`src/hw/rtl/swt_delay.sv`:
```
// Enabled shift-register delay line, reset clears all stages.
// No dependencies.
`default_nettype none
module swt_delay #(
   parameter int WIDTH = 8,
   parameter int DEPTH = 2
) (
   input  logic             clock,
   input  logic             reset,
   input  logic             enable,
   input  logic [WIDTH-1:0] din,
   output logic [WIDTH-1:0] dout
);

   logic [WIDTH-1:0] pipe_ff [DEPTH];

   always_ff @(posedge clock) begin
      if (reset) begin
         for (int i = 0; i < DEPTH; i++) pipe_ff[i] <= '0;
      end else if (enable) begin
         pipe_ff[0] <= din;
         for (int i = 1; i < DEPTH; i++) pipe_ff[i] <= pipe_ff[i-1];
      end
   end

   assign dout = pipe_ff[DEPTH-1];

endmodule
`default_nettype wire

```
`config.mk`:
```
export PLATFORM = sky130hd
export DESIGN_NAME = swt_delay
export DESIGN_NICKNAME = d
export VERILOG_FILES = /design/src/hw/rtl/swt_delay.sv
export SDC_FILE = /design/constraint.sdc
export NUM_CORES = 1
export LEC_CHECK = 0
export BUFFER_PORTS_ARGS = -buffer_cell sky130_fd_sc_hd__buf_2
export CORE_MARGIN = 2
export CORE_UTILIZATION = 49
export DETAILED_ROUTE_END_ITERATION = 7
export PLACE_DENSITY = 0.84
export SLEW_MARGIN = 20
export SYNTH_ARGS = -nofsm -noshare
export SYNTH_HDL_FRONTEND = slang
export SYNTH_SLANG_ARGS = --single-unit
```
`constraint.sdc`:
```
create_clock -name clock -period 1.3 [get_ports clock]
set_input_delay 0.13 -clock clock [delete_from_list [all_inputs] [get_ports clock]]
set_output_delay 0.13 -clock clock [all_outputs]
set_load 0.01 [all_outputs]
```
Yosys cells after proc, flatten, opt, wreduce, memory -nomap -nowiden
Memories as Yosys holds them, arrays and structs flattened.
Index checks and enable logic that the tools add are counted.
Widths: inputs -> output; s select.
{ "op_classes": {"n_addsub": 0, "mul": 0, "n_div": 0, "magnitude_cmp": 0, "n_eq_ne": 0, "n_shift": 0, "mux": 7, "bitwise": 2, "reduce_logical": 0} }
{ "op_table": {"columns": ["operator", "n"], "rows": [
  ["$mux 8", 2],
  ["$mux 1", 5],
  ["$or 1x1->1", 2]
]} }
{ "totals": {"ff_bits": 0, "latch_bits": 0, "ramBits": 16, "mem_bits_ro": 0, "inputBits": 11, "word_cells": 10, "memories": 1} }
{ "memory_table": {"columns": ["name", "depth", "word_bits", "rd", "rd_clocked_by_memory_dff", "wr", "line", "rtl"], "rows": [
  ["pipe_ff", 2, 8, 2, 0, 2, "15", "logic [WIDTH-1:0] pipe_ff [DEPTH];"]
]} }

Logic depth before layout (Yosys ltp)
Gate-level depths: netlist of the first run.
{ "logic_depth": {"word_depth": 4, "mapped_depth": 2, "mapped_depth_nobuf": 1} }

Least setup slack after synthesis of the first run
No wires, ideal clock.
{ "synth_timing": {"kind": "input to register", "startpoint": "in reset", "endpoint": "mem pipe_ff[0][0], enable pin", "setup_ps": 373, "arrival_ps": 630, "required_ps": 927, "slack_ps": 297, "cell_stages": 2, "path_buffers": 1, "cell_sequence": "buf_6 > or2_1"} }
{ "synth_rtl": {"columns": ["element", "line", "rtl"], "rows": [
  ["start: declaration", "9", "input logic reset,"],
  ["end: declaration", "15", null]
]} }

==> results of run 1 <==
-- stage by stage --
stage,cells,hold slack (ns),utilization,setup slack [ns],power [mW]
finish,71,0.171,0.585,0.381,0.934
global route,71,0.160,0.585,0.337,0.981
CTS,71,0.158,0.585,0.355,0.948
detailed placement,68,0.447,0.568,0.173,0.709
global placement,68,0.447,0.568,0.236,0.703
floorplan,43,0.363,-,0.297,0.693
-- worst paths after layout --
check / from / endpoint / slack, ns / depth (start not counted)
worst min-delay path: din[4] / pipe_ff[0][4] / 0.17 / 2
worst max register to register: pipe_ff[0][5] / pipe_ff[0][13] / 0.50 / 1
worst min register to register: pipe_ff[0][4] / pipe_ff[0][12] / 0.56 / 1
worst max-delay path: pipe_ff[0][13] / dout[5] / 0.38 / 1
-- synth_stat cells (all sizes together) --
master,instances
or2,1
and3b,16
buf,10
edfxtp,16
-- final cells by class --
cell class	instances	area (µm²)	share of cell area
Sequential cell	16	480	0.615
Multi-Input combinational cell	17	154	0.197
Clock buffer	3	22.5	0.0288
Tap cell	15	18.8	0.0240
Timing Repair Buffer	20	105	0.135
-- cells by family (layout without fill, tap and decap cells) --
kind of cell,after synthesis,count (layout)
flip-flops,16,16
buffers and inverters,10,23
AND/OR/NAND/NOR,17,17
-- routing by layer --
metal  routed length [µm]  share of wire
met5                    0              0
met1                  328           0.43
met2                  357           0.47
met3                   71          0.093
met4                    6         0.0079
-- power groups by stage --
| stage | clock (mW) | sequential, mW | combinational, mW |
|---|---|---|---|
| global placement | 0 | 0.625 | 0.0786 |
| floorplan | 0 | 0.625 | 0.0678 |
| detailed placement | 0 | 0.627 | 0.0821 |
| CTS | 0.251 | 0.615 | 0.0821 |
| finish | 0.239 | 0.615 | 0.0807 |
| global route | 0.272 | 0.618 | 0.0901 |
==> flow_summary.json, run 1 <==
{
  "outcome": "finished clean",
  "hold_buffers": 0,
  "dr_total_vias": 352,
  "insertion_delay_ns": 0.27,
  "synth_top_family_by_area": "simple AND/OR/NAND/NOR gates",
  "io-pin-count": 19,
  "synth_top_cell_by_area": "edfxtp_1",
  "yosys-top-cells-area": "edfxtp_1, and3b_1, and3b_2",
  "top_register": "pipe_ff",
  "cts_num_sinks": 16,
  "slew_violations": 0,
  "seq_power_share": 0.658,
  "dieArea_um2": 1790,
  "setup_viol": 0,
  "met3_usage": 0.0302,
  "tritoncts": "built",
  "netlist_instances": 43,
  "ys_types": 6,
  "slowest_delay_ns": 0.37,
  "crit_family": "flip-flops",
  "combPwrFrac": 0.086,
  "arrival_ns": 0.79,
  "antenna_cells": 0,
  "fill_cells": 115,
  "netlist.area_leader.share": 0.670,
  "end_kind": "output pin",
  "die_x_um": 42.3,
  "viasPerCell": 4.96,
  "clk_pin_slew_ns": 0.08,
  "overflow": 0,
  "setup_tns_ns": 0,
  "routabilityCongestion": 0.630,
  "power.share.clock": 0.256,
  "grt_max_degree": 17,
  "routed_wl_um": 762,
  "drc": 0,
  "gr-usage-met1": 0.127,
  "rsz0062_at_grt": "no",
  "place_area_um2": 758,
  "layout-drive-gt1-share": 0.518,
  "layout_min_cycle_time_ns": 0.919,
  "drt_iter0_drc": 3,
  "cp-start-kind": "flip-flop",
  "crit_buf_inv": 1,
  "crit_slowest_cell": "edfxtp_1",
  "crit_chain": "buf_2",
  "dr.pass1.iters": 3,
  "fmax_mhz": 1090,
  "intPower_uw": 756,
  "nNetsFinal": 69,
  "fin_area_um2": 781,
  "grtUsageMet2": 0.145,
  "clockBufferDepth": 2,
  "root_buffer": "clkbuf_4",
  "hp-class": "primary input to flip-flop",
  "ctsResizeCount": 0,
  "antenna_found_initial": 0,
  "max-cap-violations": 0,
  "wire_per_inst_um": 10.7,
  "yosys_register_bits": 16,
  "portBuffers": 18,
  "hold_viol_final": 0,
  "path_class": "flip-flop to output pin",
  "rows": 13,
  "grt_pass1_wl_um": 1300,
  "grt-busiest-layer": "met2",
  "dpl.hpwl_um": 553,
  "synth.area.mux_share": 0,
  "grt_use_total": 0.101,
  "synth_nets": 54,
  "top_regs": "pipe_ff x16",
  "detail-route-antenna-nets": 0,
  "synth_xor_area_frac": 0,
  "required_ns": 1.17,
  "synthAdderAreaFrac": 0,
  "period_share": 0.707,
  "start_util": 0.538,
  "grt_pass1_vias": 299,
  "layout_commonest_cell": "buf_2",
  "avgSynthCellArea_um2": 16.7,
  "synthSimpleGateAreaFrac": 0.215,
  "worstMarginPinSlew_ns": 0.640,
  "vdd_drop_max_uv": 593,
  "largest_register_ffs": 16,
  "slew_headroom": 0.574,
  "synth-compound-area-share": 0,
  "post_cts_buffers": 0,
  "p_leak_nw": 0.389,
  "p_per_area_nw_per_um2": 1200,
  "cts_made_buffers": 3,
  "syn_to_final_growth_pct": 8.90,
  "swShare": 0.191,
  "fp.coreArea_um2": 1330,
  "h-tree-depth": 1,
  "ys_warn_count": 0,
  "syn-cell-area_um2": 717,
  "die_h_um": 42.3,
  "finClkSkew_ns": 0.00188,
  "power.switching_uw": 178,
  "critPathMaxFanout": 1,
  "final_cell_mix": "buf_2, edfxtp_1, and3b_1, and3b_2, clkbuf_4",
  "synth.yosys.seq_area_share": 0.670
}
Power figures use the tool's default switching activity.
==> run 2: changes to the inputs <==
--- a/config.mk
+++ b/config.mk
@@ -7,9 +7,9 @@
 export LEC_CHECK = 0
 export BUFFER_PORTS_ARGS = -buffer_cell sky130_fd_sc_hd__buf_2
 export CORE_MARGIN = 2
-export CORE_UTILIZATION = 49
+export CORE_UTILIZATION = 44
 export DETAILED_ROUTE_END_ITERATION = 7
-export PLACE_DENSITY = 0.84
+export PLACE_DENSITY = 0.8
 export SLEW_MARGIN = 20
 export SYNTH_ARGS = -nofsm -noshare
 export SYNTH_HDL_FRONTEND = slang
==> constraint.sdc (replaced) <==
create_clock -name clock -period 0.8 [get_ports clock]
set_input_delay 0.08 -clock clock [delete_from_list [all_inputs] [get_ports clock]]
set_output_delay 0.08 -clock clock [all_outputs]
set_load 0.01 [all_outputs]
==> flow_summary.json, run 2 (synthesized netlist as in run 1, its figures left out) <==
{
  "place_area_um2": 785,
  "hold_viol_final": 0,
  "timing.rr.start": "pipe_ff[0][7]",
  "cp-start-kind": "flip-flop",
  "max-cap-violations": 0,
  "fin_ws_ns": -0.0537,
  "crit_slowest_cell": "edfxtp_1",
  "start_util": 0.470,
  "crit_family": "flip-flops",
  "top_regs": "pipe_ff x16",
  "io-pin-count": 19,
  "outcome": "finished, violations left",
  "routabilityCongestion": 0.662,
  "final_cell_mix": "buf_2, edfxtp_1, and3b_1, and3b_2, buf_4",
  "fill_cells": 141,
  "crit_path_end": "dout[1]",
  "nNetsFinal": 72,
  "dieArea_um2": 1970,
  "hold_start": "din[6]",
  "clk_pin_slew_ns": 0.08,
  "vdd_drop_max_uv": 819,
  "dr_total_vias": 351,
  "gr-usage-met1": 0.120,
  "die_x_um": 44.4,
  "top_register": "pipe_ff",
  "reg2reg_to": "pipe_ff[0][15]",
  "required_ns": 0.72,
  "wire_per_inst_um": 10.8,
  "fp.coreArea_um2": 1520,
  "grt_use_total": 0.102,
  "arrival_ns": 0.77,
  "layout_commonest_cell": "buf_2",
  "detail-route-antenna-nets": 0,
  "p_leak_nw": 0.405,
  "tritoncts": "built",
  "p_per_area_nw_per_um2": 1890,
  "ctsResizeCount": 0,
  "slowest_delay_ns": 0.36,
  "antenna_cells": 0,
  "slew_violations": 0,
  "crit_buf_inv": 1,
  "antenna_found_initial": 0,
  "overflow": 0,
  "viasPerCell": 4.68,
  "die_h_um": 44.4,
  "crit_chain": "buf_2",
  "root_buffer": "clkbuf_4",
  "end_kind": "output pin",
  "finClkSkew_ns": 0.00239,
  "dpl.hpwl_um": 617,
  "grt_pass1_wl_um": 1320,
  "period_share": 1.07,
  "setup_viol": 8,
  "crit_path_start": "pipe_ff[0][9]",
  "path_class": "flip-flop to output pin",
  "portBuffers": 18,
  "layout_min_cycle_time_ns": 0.854,
  "cts_num_sinks": 16,
  "clockBufferDepth": 2,
  "h-tree-depth": 1,
  "dr.pass1.iters": 2,
  "rsz0062_at_grt": "yes",
  "grt-busiest-layer": "met2",
  "met3_usage": 0.0245,
  "crit_cells": 1,
  "place_ws_ns": -0.0259,
  "slew_headroom": 0.860,
  "reg2reg_depth": 1,
  "drc": 0,
  "hp-class": "primary input to flip-flop",
  "setup_tns_ns": -0.369,
  "grt_pass1_vias": 310,
  "fin_area_um2": 807,
  "insertion_delay_ns": 0.27,
  "worstMarginPinSlew_ns": 0.211,
  "routed_wl_um": 807,
  "rows": 14,
  "fmax_mhz": 1170,
  "layout-drive-gt1-share": 0.559,
  "critPathMaxFanout": 1,
  "grtUsageMet2": 0.144,
  "cts_made_buffers": 3,
  "largest_register_ffs": 16,
  "violations": "setup timing",
  "syn_to_final_growth_pct": 12.6,
  "grt_max_degree": 17,
  "r2r_slack_ns": 0.01,
  "post_cts_buffers": 0,
  "finish.utilization": 0.530,
  "drt_iter0_drc": 4
}
[run 2: changes by cell type in the layout (fill, tap and decap cells not counted)]
cell	delta
or2_4	+1
or2_1	-1
buf_4	+3
[run 2: metal layers]
layer | share of wire | routed length [µm]
met5 | 0 | 0
met4 | 0.024 | 19
met3 | 0.078 | 63
met2 | 0.45 | 367
met1 | 0.44 | 357
[run 2: worst min path at each step]
stage          slack [ns]            end  cells past startpoint
6_report             0.12  pipe_ff[0][6]                      2
5_1_grt              0.12  pipe_ff[0][6]                      2
4_1_cts              0.11  pipe_ff[0][6]                      2
3_5_place_dp         0.40  pipe_ff[0][6]                      2
3_3_place_gp         0.39  pipe_ff[0][4]                      2
2_1_floorplan        0.31  pipe_ff[0][3]                      1
[run 2: what timing repair did]
item,4_1_cts,5_1_grt
hold buffers,0,0
cloned,0,0
endpoints found under the setup margin,8,10
[run 2: through the flow]
stage               hold slack, ns  cells  power, mW
global placement             0.395     72       1.16
global route                 0.118     75       1.60
floorplan                    0.313     43       1.13
detailed placement           0.401     72       1.17
finish                       0.123     75       1.53
CTS                          0.108     75       1.56
[run 2: final cells by class]
cell class                      count  area, µm²  share of cell area
Tap cell                           16       20.0              0.0248
Multi-Input combinational cell     17        156               0.194
Timing Repair Buffer               23        128               0.158
Sequential cell                    16        480               0.595
Clock buffer                        3       22.5              0.0279
[run 2: where the power goes]
part           internal, mW  switching (mW)  total (mW)
clock                 0.174           0.210       0.384
sequential            0.987          0.0105       0.997
combinational        0.0786          0.0670       0.146
total                  1.24           0.288        1.53
